==> config.mk <==
export PLATFORM = sky130hd
export DESIGN_NAME = pcfd_cell
export DESIGN_NICKNAME = d
export VERILOG_FILES = /design/src/rtl/core/pcfd_pkg.sv /design/src/rtl/core/pcfd_cell.sv
export SDC_FILE = /design/constraint.sdc
export NUM_CORES = 1
export LEC_CHECK = 0
export ABC_CLOCK_PERIOD_IN_PS = 1400
export BUFFER_PORTS_ARGS = -buffer_cell sky130_fd_sc_hd__buf_4
export CORE_AREA = 2 2 138 140
export CTS_BUF_LIST = sky130_fd_sc_hd__clkbuf_8
export DETAILED_ROUTE_END_ITERATION = 8
export DIE_AREA = 0 0 140 142
export GPL_ROUTABILITY_DRIVEN = 0
export PLACE_DENSITY = 0.71
export SYNTH_ARGS = -nofsm -noshare
export SYNTH_HDL_FRONTEND = slang
export SYNTH_SLANG_ARGS = --single-unit
==> constraint.sdc <==
create_clock -name clk_i -period 1.4 [get_ports clk_i]
set_input_delay 0.28 -clock clk_i [delete_from_list [all_inputs] [get_ports clk_i]]
set_output_delay 0.28 -clock clk_i [all_outputs]
set_load 0.005 [all_outputs]
==> src/rtl/core/pcfd_pkg.sv <==
// Package for the per-client flood detector.
// Entry layout, configuration register indexes, status codes and sequencer states.
// No dependencies.
package pcfd_pkg;

  localparam int unsigned AddrW = 32;
  localparam int unsigned TimeW = 32;
  localparam int unsigned CntW  = 32;
  localparam int unsigned CfgW  = 16;
  localparam int unsigned CfgIdxW = 3;
  localparam int unsigned StatW = 3;

  // configuration register indexes
  typedef enum logic [CfgIdxW-1:0] {
    CFG_ENABLE    = 3'd0,
    CFG_THRESHOLD = 3'd1,
    CFG_HARD_THR  = 3'd2,
    CFG_PERIOD    = 3'd3,
    CFG_BAN       = 3'd4
  } cfg_idx_e;

  // result status codes
  typedef enum logic [StatW-1:0] {
    ST_NORMAL     = 3'd0,
    ST_SUSPECT    = 3'd1,
    ST_FIRST_SUS  = 3'd2,
    ST_HARD       = 3'd3,
    ST_FIRST_HARD = 3'd4
  } status_e;

  // request sequencer
  typedef enum logic [2:0] {
    S_IDLE,
    S_LOOK,
    S_CALC,
    S_DIV,
    S_MUL,
    S_UPD
  } state_e;

  // one client entry, held by one cell of the recency chain
  typedef struct packed {
    logic [AddrW-1:0] addr;
    logic [CntW-1:0]  cnt;
    logic [TimeW-1:0] win_start;
    logic [TimeW-1:0] sus_time;
    logic [TimeW-1:0] hard_time;
  } entry_t;

  // per-cell write control
  typedef struct packed {
    logic write;
    logic shift;
  } cell_ctl_t;

endpackage

==> src/rtl/core/pcfd_cell.sv <==
// One cell of the recency chain: holds one client entry and flags a lookup hit.
// Depends on pcfd_pkg.
module pcfd_cell (
  input  logic                       clk_i,
  input  logic                       rst_ni,
  input  logic [pcfd_pkg::AddrW-1:0] key_i,
  input  pcfd_pkg::cell_ctl_t        ctl_i,
  input  pcfd_pkg::entry_t           prev_i,
  output pcfd_pkg::entry_t           entry_o,
  output logic                       hit_o
);

  pcfd_pkg::entry_t entry_q;

  // take the upstream entry when the chain shifts
  always_ff @(posedge clk_i or negedge rst_ni) begin
    if (!rst_ni) begin
      entry_q <= '0;
    end else if (ctl_i.write && ctl_i.shift) begin
      entry_q <= prev_i;
    end
  end

  // empty slot or matching address
  assign hit_o   = (entry_q.addr == '0) || (entry_q.addr == key_i);
  assign entry_o = entry_q;

endmodule

=== After elaboration in Yosys (flattened, before gate mapping) ===
Cells that the tools add are included.

* Register bits: 160
* Bits in latches: 0
* Bits in writable memories: 0
* ROM bits: 0
* Output and inout bits: 161
* Memories: 0

* $add $sub $neg: 0
* Multipliers: 0
* Divide/modulo/power cells: 0
* Order comparisons: 0
* Eq/ne operators: 1
* Shift-type cells: 0
* Mux-type cells: 0
* Bitwise operators: 0
* Reductions and logical operators: 3

{| class="wikitable"
|+ Operators by type and width
! operator !! number
|-
| $eq 32x32->1 || 1
|-
| $logic_not 32->1 || 1
|-
| $logic_and 1x1->1 || 1
|-
| $logic_or 1x1->1 || 1
|}

=== Longest topological paths before layout ===
* Word-level depth: 2
* Mapped depth: 4

=== Worst setup path after synthesis ===
No wires, ideal clock.

* Path type: register -> output
* From: reg entry_q, in the netlist entry_o[151]
* To: out hit_o
* Data arrival time: 1,084 ps
* Data required time: 1,120 ps
* Setup slack: 36 ps
* Cell stages (with the launch flop): 5
* Path buffers: 0
* Path through: dfrtp_1 -> xor2_1 -> nor4_1 -> nand4_1 -> o22ai_1

* Cells in the longest elaborated chain, start to end: 2
* Elaborated cells between the ends (all ways): 3
* Classes of those cells: 1 x eq/ne; 2 x reduce/logical

{| class="wikitable"
|+ Ends and longest elaborated chain
! element !! RTL line !! text
|-
| from (decl) || pcfd_cell.sv:13 || <nowiki>pcfd_pkg::entry_t entry_q;</nowiki>
|-
| from (signal assigned) || pcfd_cell.sv:20 || <nowiki>entry_q <= prev_i;</nowiki>
|-
| $eq 32x32->1 or $logic_not 32->1 (tied branches) || pcfd_cell.sv:25 || <nowiki>assign hit_o = (entry_q.addr == '0) || (entry_q.addr == key_i);</nowiki>
|-
| $logic_or 1x1->1 (*) || pcfd_cell.sv:25 ||
|-
| to (decl) || pcfd_cell.sv:10 || <nowiki>output logic hit_o</nowiki>
|}

Every way passes the cells marked *; elsewhere a longest branch is shown, timed or not.

=== Worst setup path in the final report ===
* From: reg entry_q, in the netlist entry_o[153]
* To: out hit_o

Same word-level chain as after synthesis.

==> key figures <==
Run status
  – Status: finished with violations
  – Failing checks: design-rule violations, negative setup slack

Timing
  – Relative slew slack: 77.5%
  – Final setup fails: 10
  – Fin worst setup slack: -0.647 ns
  – Max Clock Freq: 0.489 GHz
  – Slew @ Worst Pin: around 0.34 ns
  – TNS Setup: -0.948 ns
  – RSZ-0062 raised after global routing: true
  – Worst clock skew: 0 ns
  – Min Tclk post-route: 2.05 ns
  – Ratio of final minimum period to clock period: 146%
  – Final Hold Viols: 0
  – Final Max Tran Viols: 0

Worst hold path
  – WHS Endpoint: entry_o[103]
  – Worst hold path type: input pin to flip-flop
  – Cell count of the worst hold path: 2
  – HP Start: prev_i[103]

Clocking
  – Total CTS buffers: 17
  – Clock Path Buffers: 2
  – H-tree levels: 4
  – Sink Count: 160
  – CTS Root Cell: clkbuf_8
  – Skew-Pair Late Insertion Delay: about 0.43 ns
  – Clk pin slew, worst setup/hold paths: approximately 0.080 ns
  – TritonCTS clock tree: done

Layout
  – Antenna Cells: 0
  – FILL cells: between 1000 and 1500
  – Non-filler cells, final: roughly 1100
  – Layout Nets: 1022
  – Share of layout cells above drive strength 1: between 70% and 80%
  – Area Overhead vs Synth: 61.9%
  – Max reg flops: 160
  – Final core utilization: 59.2%

Floorplan
  – Starting Density: between 30% and 40%
  – Die area: about 20000 µm²
  – Die width: between 100 and 150 µm
  – Die height: ~140 µm
  – Area of the core: 18500 µm²
  – Row cnt: 50
  – # IOs: roughly 360

Route
  – Routed Wire Length: about 20000 µm
  – DR vias/cell: around 4.6
  – DR WL/cell: 18.7 µm
  – Metal3 WL: 1540 µm
  – DRT Pass-1 Iters: 8
  – Top Metal Used: met4
  – Via Count: 4979
  – ANT nets after route: 0
  – # DRC: 25
  – Initial DRC Count: roughly 170
  – Wire length on met1: just over 7000 µm
  – Met2 Wirelength: 10800 µm

Synthesis
  – Synth area leader: dfrtp_1
  – Synth Area in XOR/XNOR: under 10%
  – Mean post-synth cell area: 17.3 µm²
  – Multiplexer share of the synthesized area: between 30% and 40%
  – Syn Inst Count: just under 400
  – Ranking of synthesized cells by area: dfrtp_1, mux2_4, mux2_2
  – Main combinational cell family by area after synthesis: multiplexers
  – Adder-cell share of the synthesized area: 0%
  – Yosys cell types: 10
  – YS warnings: 0
  – Simple-gate share of the synthesized area: under 10%
  – Net Count, Synth: between 500 and 600
  – Sequential area share after synthesis: 59.3%
  – Synth top area share: around three fifths
  – Mapped cell area: a little under 7000 µm²
  – Yosys reg bits: 160
  – Compound-Gate Fraction of Synth Area: 0.0927%

Run
  – Max cap viols: 0

Power
  – VDD IR max: roughly 590 µV
  – LEAKAGE: ~5.6 nW
  – Power density cells: about 1200 nW/µm²

Worst setup path
  – Reg2Reg Depth: 4
  – Critical Path RT: 1.12 ns
  – R2r endpoint: entry_o[130]
  – Critical path arrival: 1.77 ns
  – Reg-to-Reg Start: entry_o[130]
  – CP max FO: 2
  – Critical path type: flip-flop to output pin
  – Crit path launch type: flip-flop
  – Reg2Reg Setup Slack: about 0.24 ns
  – Crit end category: output pin

Global routing
  – GRT overflow: 0
  – Initial antenna violation count: 0
  – GRT Util Overall: between 20% and 30%
  – First-pass GRT wire length: 30600 µm
  – Vias in the first global route: approximately 5700
  – Largest net degree at the start of global routing: 44

Place
  – Post-place setup slack: -0.220 ns
  – DP Cell Count: 1026
  – IO buf count: 356
  – Hpwl dp: around 16000 µm
how the worst max path moves through the flow:
stage	startpoint	endpoint	slack, ns	depth (start not counted)
2_1_floorplan	entry_o[151]	hit_o	0.04	4
3_3_place_gp	entry_o[136]	hit_o	-0.20	5
3_5_place_dp	entry_o[136]	hit_o	-0.22	5
4_1_cts	entry_o[136]	hit_o	-0.68	5
5_1_grt	entry_o[143]	hit_o	-0.78	5
6_report	entry_o[153]	hit_o	-0.65	5
metrics by stage:
stage / instance area (µm²) / total power, mW / hold slack (ns)
floorplan: 6750 / 7.04 / -0.0156
global placement: 10200 / 9.21 / 0.192
detailed placement: 10200 / 9.30 / 0.195
CTS: 10800 / 13.0 / 0.0273
global route: 10900 / 13.6 / 0.0256
finish: 10900 / 12.9 / 0.0657
cell usage after synthesis:
library cell / count
dfrtp_1: 160
mux2_4: 100
mux2_2: 60
xor2_1: 32
nor4_1: 16
buf_6: 11
buf_2: 6
nand4_1: 4
nand2_1: 1
o22ai_1: 1
cells by family after synthesis:
logic type	after synthesis
buffers and inverters	17
xor gates and xnor gates	32
AOI/OAI and AO/OA	1
and+or+nand+nor	21
DFF	160
muxes	160
cell usage in the layout, fill, tap and decap left out:
cell,Yosys,final
buf_12,0,9
buf_4,0,358
buf_6,11,65
bufinv_16,0,3
clkbuf_8,0,17
clkinv_2,0,3
clkinv_4,0,4
dfrtp_1,160,155
dfrtp_2,0,5
dlygate4sd3_1,0,1
inv_1,0,3
mux2_2,60,60
mux2_4,100,100
nand2_4,0,1
nand4_1,4,4
nor4_1,16,12
nor4_2,0,4
o22ai_2,0,1
xor2_1,32,32
where the power goes:
group / switching (mW) / internal, mW
logic: 1.17 / 2.54
registers: 0.513 / 5.31
clock network: 1.64 / 1.73
total: 3.32 / 9.57
worst max-delay path, cell delays in order (launching register included):
cell and delay, ns:
dfrtp_1 0.41, xor2_1 0.19, nor4_1 0.31, nand4_1 0.15, o22ai_2 0.14, buf_4 0.13
area by class of cell:
class / count / area (µm²) / share of cell area, %
Clock buffer: 17 / 234 / 2.14
Clock inverter: 13 / 151 / 1.39
Multi-Input combinational cell: 214 / 2630 / 24.1
Sequential cell: 160 / 4010 / 36.7
Tap cell: 234 / 293 / 2.68
Timing Repair Buffer: 433 / 3610 / 33.0
per-layer routing:
metal,track usage (%),up-vias
met3,6.12,32
met2,36.2,243
met4,8.03,0
met5,0,-
li1,-,2253
met1,22.2,2451
timing repair:
action                     in CTS  in global routing
buffers inserted               10                 16
pin swaps                      13                  1
hold buffers                    1                  0
resized for setup              57                 24
setup endpoints to repair      32                 32
hold endpoints to repair       23                  0
(Power assumes the default switching activity.)
