[config.mk]
export PLATFORM = sky130hd
export DESIGN_NAME = pcfd_div
export DESIGN_NICKNAME = d
export VERILOG_FILES = /design/src/rtl/core/pcfd_pkg.sv /design/src/rtl/core/pcfd_div.sv
export SDC_FILE = /design/constraint.sdc
export NUM_CORES = 1
export LEC_CHECK = 0
export BUFFER_PORTS_ARGS = -buffer_cell sky130_fd_sc_hd__buf_2
export CAP_MARGIN = 30
export CORE_AREA = 2 2 62 122
export CTS_BUF_LIST = sky130_fd_sc_hd__clkbuf_16
export CTS_CLUSTER_SIZE = 40
export DETAILED_ROUTE_END_ITERATION = 16
export DIE_AREA = 0 0 64 124
export PLACE_DENSITY = 0.83
export SLEW_MARGIN = 5
export SYNTH_ARGS = -nofsm -noshare
export SYNTH_HDL_FRONTEND = slang
export SYNTH_SLANG_ARGS = --single-unit
[constraint.sdc]
create_clock -name clk_i -period 4.5 [get_ports clk_i]
set_input_delay 0.675 -clock clk_i [delete_from_list [all_inputs] [get_ports clk_i]]
set_output_delay 0.675 -clock clk_i [all_outputs]
set_load 0.05 [all_outputs]
[src/rtl/core/pcfd_pkg.sv]
// Package for the per-client flood detector.
// Entry layout, configuration register indexes, status codes and sequencer states.
// No dependencies.
package pcfd_pkg;

  localparam int unsigned AddrW = 32;
  localparam int unsigned TimeW = 32;
  localparam int unsigned CntW  = 32;
  localparam int unsigned CfgW  = 16;
  localparam int unsigned CfgIdxW = 3;
  localparam int unsigned StatW = 3;

  // configuration register indexes
  typedef enum logic [CfgIdxW-1:0] {
    CFG_ENABLE    = 3'd0,
    CFG_THRESHOLD = 3'd1,
    CFG_HARD_THR  = 3'd2,
    CFG_PERIOD    = 3'd3,
    CFG_BAN       = 3'd4
  } cfg_idx_e;

  // result status codes
  typedef enum logic [StatW-1:0] {
    ST_NORMAL     = 3'd0,
    ST_SUSPECT    = 3'd1,
    ST_FIRST_SUS  = 3'd2,
    ST_HARD       = 3'd3,
    ST_FIRST_HARD = 3'd4
  } status_e;

  // request sequencer
  typedef enum logic [2:0] {
    S_IDLE,
    S_LOOK,
    S_CALC,
    S_DIV,
    S_MUL,
    S_UPD
  } state_e;

  // one client entry, held by one cell of the recency chain
  typedef struct packed {
    logic [AddrW-1:0] addr;
    logic [CntW-1:0]  cnt;
    logic [TimeW-1:0] win_start;
    logic [TimeW-1:0] sus_time;
    logic [TimeW-1:0] hard_time;
  } entry_t;

  // per-cell write control
  typedef struct packed {
    logic write;
    logic shift;
  } cell_ctl_t;

endpackage

[src/rtl/core/pcfd_div.sv]
// Restoring divider, one quotient bit per cycle: 32-bit dividend by 16-bit divisor.
// Depends on pcfd_pkg.
module pcfd_div (
  input  logic                       clk_i,
  input  logic                       rst_ni,
  input  logic                       start_i,
  input  logic [pcfd_pkg::TimeW-1:0] dividend_i,
  input  logic [pcfd_pkg::CfgW-1:0]  divisor_i,
  output logic                       done_o,
  output logic [pcfd_pkg::TimeW-1:0] quo_o,
  output logic [pcfd_pkg::CfgW-1:0]  rem_o
);

  localparam int unsigned StepW = $clog2(pcfd_pkg::TimeW);

  logic                       busy_q, done_q;
  logic [StepW-1:0]           step_q;
  logic [pcfd_pkg::TimeW-1:0] quo_q;
  logic [pcfd_pkg::CfgW-1:0]  rem_q, div_q;
  logic [pcfd_pkg::CfgW:0]    trial;
  logic [pcfd_pkg::CfgW:0]    diff;
  logic                       fits;

  // shift in next dividend bit, try a subtract
  always_comb begin
    trial = {rem_q, quo_q[pcfd_pkg::TimeW-1]};
    diff  = trial - {1'b0, div_q};
    fits  = trial >= {1'b0, div_q};
  end

  always_ff @(posedge clk_i or negedge rst_ni) begin
    if (!rst_ni) begin
      busy_q <= 1'b0;
      done_q <= 1'b0;
      step_q <= '0;
    end else begin
      done_q <= 1'b0;
      if (start_i) begin
        busy_q <= 1'b1;
        step_q <= '0;
      end else if (busy_q) begin
        step_q <= step_q + 1'b1;
        if (step_q == StepW'(pcfd_pkg::TimeW - 1)) begin
          busy_q <= 1'b0;
          done_q <= 1'b1;
        end
      end
    end
  end

  // datapath
  always_ff @(posedge clk_i) begin
    if (start_i) begin
      quo_q <= dividend_i;
      rem_q <= '0;
      div_q <= divisor_i;
    end else if (busy_q) begin
      quo_q <= {quo_q[pcfd_pkg::TimeW-2:0], fits};
      rem_q <= fits ? diff[pcfd_pkg::CfgW-1:0] : trial[pcfd_pkg::CfgW-1:0];
    end
  end

  assign done_o = done_q;
  assign quo_o  = quo_q;
  assign rem_o  = rem_q;

endmodule

Yosys cells after proc, flatten, opt, wreduce, memory -nomap -nowiden

Index checks and enable logic that the tools add are counted.

Register bits after elaboration: 71
Bits in latches: 0
RAM bits: 0
ROM bits: 0
Bits of input ports: 51
Output and inout bits: 49
Word-level logic and storage cells: 22
Memories kept: 0

$add $sub $neg: 2
Multipliers: 0
Divide/modulo/power cells: 0
Magnitude comparators: 1
Equality and inequality tests: 1
Shift operators: 0
Multiplexer cells: 11
Bitwise logic cells: 0
Reductions and logical operators: 1

Operators with widths:

| cell                | number |
|---|---|
| $mux 32             | 2 |
| $ge 17x16->1        | 1 |
| $mux 16             | 1 |
| $sub 16x16->16      | 1 |
| $mux 5              | 2 |
| $mux 1              | 6 |
| $add 5x1->5 const B | 1 |
| $eq 5x5->1 const B  | 1 |
| $reduce_bool 2->1   | 1 |

Logic depth before layout (Yosys ltp)

Depth in word-level cells: 4
Gate-level depth with buffers: 10
Depth with buffers taken out: 10

Worst setup path after synthesis

OpenSTA, ideal clock, no wires.

Path kind: reg-to-reg
Start: register quo_q, in the netlist quo_o[31]
End: register rem_q, in the netlist rem_o[10]
Library setup time: 147 ps
Arrival: 2621 ps
Data required time: 4353 ps
Setup slack: 1732 ps
Cell stages (with the launch flop): 11
Buffers on the path: 0
Clock period less this slack: 2768 ps
Cells stage by stage: edfxtp_1 -> inv_1 -> ha_1 -> inv_1 -> fa_1 -> a21o_1 -> a311o_1 -> nand4_1 -> or3b_2 -> o21ai_1 -> a311oi_2

Word-level cells in the longest chain between the ends: 2
Elaborated cells between the ends (all ways): 3
Classes of those cells: add/sub: 1; order compare: 1; mux: 1

Ends and longest elaborated chain:

| element                                        | RTL line                       | source |
|---|---|---|
| from (decl)                                    | pcfd_div.sv:18                 | `logic [pcfd_pkg::TimeW-1:0] quo_q;` |
| from (signal assigned)                         | pcfd_div.sv:54                 | `quo_q <= dividend_i;` |
| from (signal assigned)                         | pcfd_div.sv:58                 | `quo_q <= {quo_q[pcfd_pkg::TimeW-2:0], fits};` |
| $sub 16x16->16 or $ge 17x16->1 (tied branches) | pcfd_div.sv:27, pcfd_div.sv:28 |  |
| $mux 16 *                                      | pcfd_div.sv:59                 | `rem_q <= fits ? diff[pcfd_pkg::CfgW-1:0] : trial[pcfd_pkg::CfgW-1:0];` |
| to (signal assigned)                           | pcfd_div.sv:59                 |  |
| to (decl)                                      | pcfd_div.sv:19                 | `logic [pcfd_pkg::CfgW-1:0] rem_q, div_q;` |

Every way passes the cells marked *; elsewhere a longest branch is shown, timed or not.
A chain may end at the register's enable or synchronous reset.

Worst setup path in the final report

Start: register rem_q, in the netlist rem_o[5]
End: register quo_q, in the netlist quo_o[0] (data pin)

Word-level cells in the longest chain between the ends: 3

Ends and longest elaborated chain:

| element      | RTL line       | source |
|---|---|---|
| $ge 17x16->1 | pcfd_div.sv:28 | `fits = trial >= {1'b0, div_q};` |
| $mux 32      | pcfd_div.sv:57 | `end else if (busy_q) begin` |
| $mux 32      | pcfd_div.sv:53 | `if (start_i) begin` |

Every way passes these cells. The select of a mux whose other input is x is not followed.

==> impl_metrics.json <==
{
  "status": "finished clean",
  "ys.warnings.count": 0,
  "vias_per_cell": 6.10,
  "ys_types": 62,
  "overflow": 0,
  "syn_area_um2": 3930,
  "area_growth_pct": 22.6,
  "ioPinCount": 100,
  "crit_type": "flip-flop to flip-flop",
  "wire_per_inst_um": 18.3,
  "via_count": 3311,
  "drc": 0,
  "insertion_delay_ns": 0.33,
  "synthCells": 353,
  "tightest_slew_ns": 0.959,
  "core_um2": 6940,
  "dominantRegCellSynth": "edfxtp_1",
  "syn_nets": 423,
  "slew_headroom_pct": 36.0,
  "io_buffers": 99,
  "num_antenna_cells": 0,
  "synth.top_cell.area_share_pct": 36.7,
  "finalHoldViolCount": 0,
  "root_buffer": "clkbuf_16",
  "fin_skew_ns": 0.00558,
  "post-place-cells": 527,
  "h-tree-depth": 3,
  "cpMostUsedCell": "nand2_1",
  "finalCritPeriodShare_pct": 62.6,
  "yosys_register_bits": 71,
  "crit_chain": "ha_1, a21oi_1, o211ai_1, nand2_1, a41o_1, nand2_1, mux2_2",
  "drv_cap": 0,
  "grt_first_pass_wirelength_mm": 16.0,
  "drv_slew": 0,
  "num_rows": 43,
  "tns_ns": 0,
  "start_util_pct": 56.6,
  "whs_ns": 0.167,
  "setup_viol": 0,
  "drtIter0Drc": 200,
  "nets": 518,
  "syn_avg_cell_area_um2": 11.1,
  "crit_fanout": 13,
  "yosys-top-cells-area": "edfxtp_1 (37%), mux2_2 (9.2%), dfxtp_1 (8.2%), ha_1 (5.7%), dfrtp_1 (4.5%)",
  "cp.arrival_ns": 2.90,
  "power_density_nw_per_um2": 626,
  "final_util_pct": 69.4,
  "place_hpwl_mm": 7.56,
  "slowest_stage": "a21oi_1",
  "grt_pass1_vias": 3361,
  "fmax_mhz": 355,
  "wirelength_mm": 9.93,
  "ys_async_sr_fraction_pct": 9.86,
  "cts_resized": 0,
  "worstPathRequired_ns": 4.58,
  "cts_setup_buffers": 0,
  "ys_seq_area_share_pct": 49.3,
  "clkSinkCount": 71,
  "worstRegToRegCells": 7,
  "grt_max_degree": 45,
  "yosys.area.top_type": "edfxtp_1",
  "period_needed_ns": 2.82,
  "ctsHoldBuffers": 0,
  "clkTransAtPathRegs_ns": 0.06,
  "fp.dieArea_um2": 7940,
  "power_leakage_nw": 2.17,
  "crit_buf_inv": 0,
  "synth_edf_count": 48,
  "cts_tree": "built",
  "layout.cells.non_filler": 543,
  "ant_nets": 0,
  "grt_setup_unrepaired": "no",
  "cpPeakStageDelay_ns": 0.51,
  "worst_setup_path_end_kind": "flip-flop",
  "clockBufferDepth": 2,
  "grt_use_total_pct": 26.5,
  "peakVddDrop_v": 0.000375,
  "die_h_um": 124,
  "ff2ff_setup_slack_ns": 1.68,
  "cp-start-kind": "flip-flop",
  "cts_made_buffers": 9,
  "crit-reg2reg-launch": "rem_o[5]",
  "drive_gt1_share_pct": 35.3,
  "gp_congestion": 0.940,
  "dr.pass1.iters": 5,
  "antenna_found_initial": 0,
  "min_path_type": "primary input to asynchronous set/reset pin",
  "timing.rr.end": "quo_o[0]",
  "critPathTopFamily": "compound AO/OA/AOI/OAI gates",
  "die_w_um": 64
}
## layout by cell type (no fill, tap or decap), drive strengths merged, types with 3 or more instances in the layout
master,instances
a31oi,4
nand2b,4
o211ai,3
nor2,25
nand2,18
nand3,16
a21oi,15
edfxtp,48
clkbuf,9
mux2,32
nand4,7
inv,20
buf,103
a311oi,10
mux2i,3
a21o,5
nor3,3
bufinv,3
dfrtp,7
ha,18
and3,11
xnor2,9
o21ai,17
dfxtp,16
o31ai,3
a211oi,4
## Yosys cell counts (5+ instances only)
cell	count
nand3_1	16
a21oi_1	14
and3_1	11
a21o_1	5
nand2_1	18
xnor2_1	9
o21ai_0	9
ha_1	18
nand4_1	6
o21ai_1	8
mux2_2	32
clkbuf_1	8
buf_1	5
nor2_1	25
a311oi_1	7
dfrtp_1	7
inv_1	19
dfxtp_1	16
edfxtp_1	48
## flip-flops by register name (all words and copies together), names as in the netlist
register  count
quo_o        32
done_o        1
busy_q        1
step_q        5
div_q        16
rem_o        16
## final cells by class
class                           instances  area [um2]
Inverter                               20        75.1
Clock buffer                            9         225
Clock inverter                          7         113
Timing Repair Buffer                  103         526
Multi-Input combinational cell        243        1830
Fill cell                             547        2120
Sequential cell                        71        1940
Tap cell                               90         113
## per-stage QoR
step	setup slack [ns]	instance area (um2)	power (W)
after global routing	1.53	4820	0.00316
after detailed placement	1.74	4480	0.00221
after floorplan	1.73	3930	0.00189
after CTS	1.74	4820	0.00302
final	1.68	4820	0.00301
after global placement	1.77	4480	0.00219
## worst max-delay path by stage
| stage | to | slack [ns] | start | cells after the start |
|---|---|---|---|---|
| after floorplan | rem_o[10] | 1.73 | quo_o[31] | 10 |
| after detailed placement | quo_o[0] | 1.74 | rem_o[5] | 7 |
| after global placement | quo_o[12] | 1.77 | start_i | 4 |
| after global routing | quo_o[0] | 1.53 | div_q[6] | 8 |
| final | quo_o[0] | 1.68 | rem_o[5] | 7 |
| after CTS | quo_o[0] | 1.74 | rem_o[5] | 7 |
## per-layer routing
metal  global-route usage (%)  up-vias  share of wire (%)
li1                         -     1542                  -
met1                     26.3     1574                 35
met2                     47.8      161                 54
met3                     6.87       34                6.0
met4                     17.3        0                4.7
met5                        0        -                  0
## where the power goes
part           switching, W  internal, W  total (W)
registers         0.0000961     0.000812   0.000908
logic              0.000874     0.000434    0.00131
clock network      0.000261     0.000537   0.000798
## cell families after synthesis
logic type      share of synthesized area, %
compound gates                          14.8
xor+xnor                                2.45
fa+ha+maj                               6.24
buf+inv                                 4.14
flops                                   49.3
mux                                     9.94
simple gates                            13.1
Note: power is estimated with default switching activity, not from simulation.
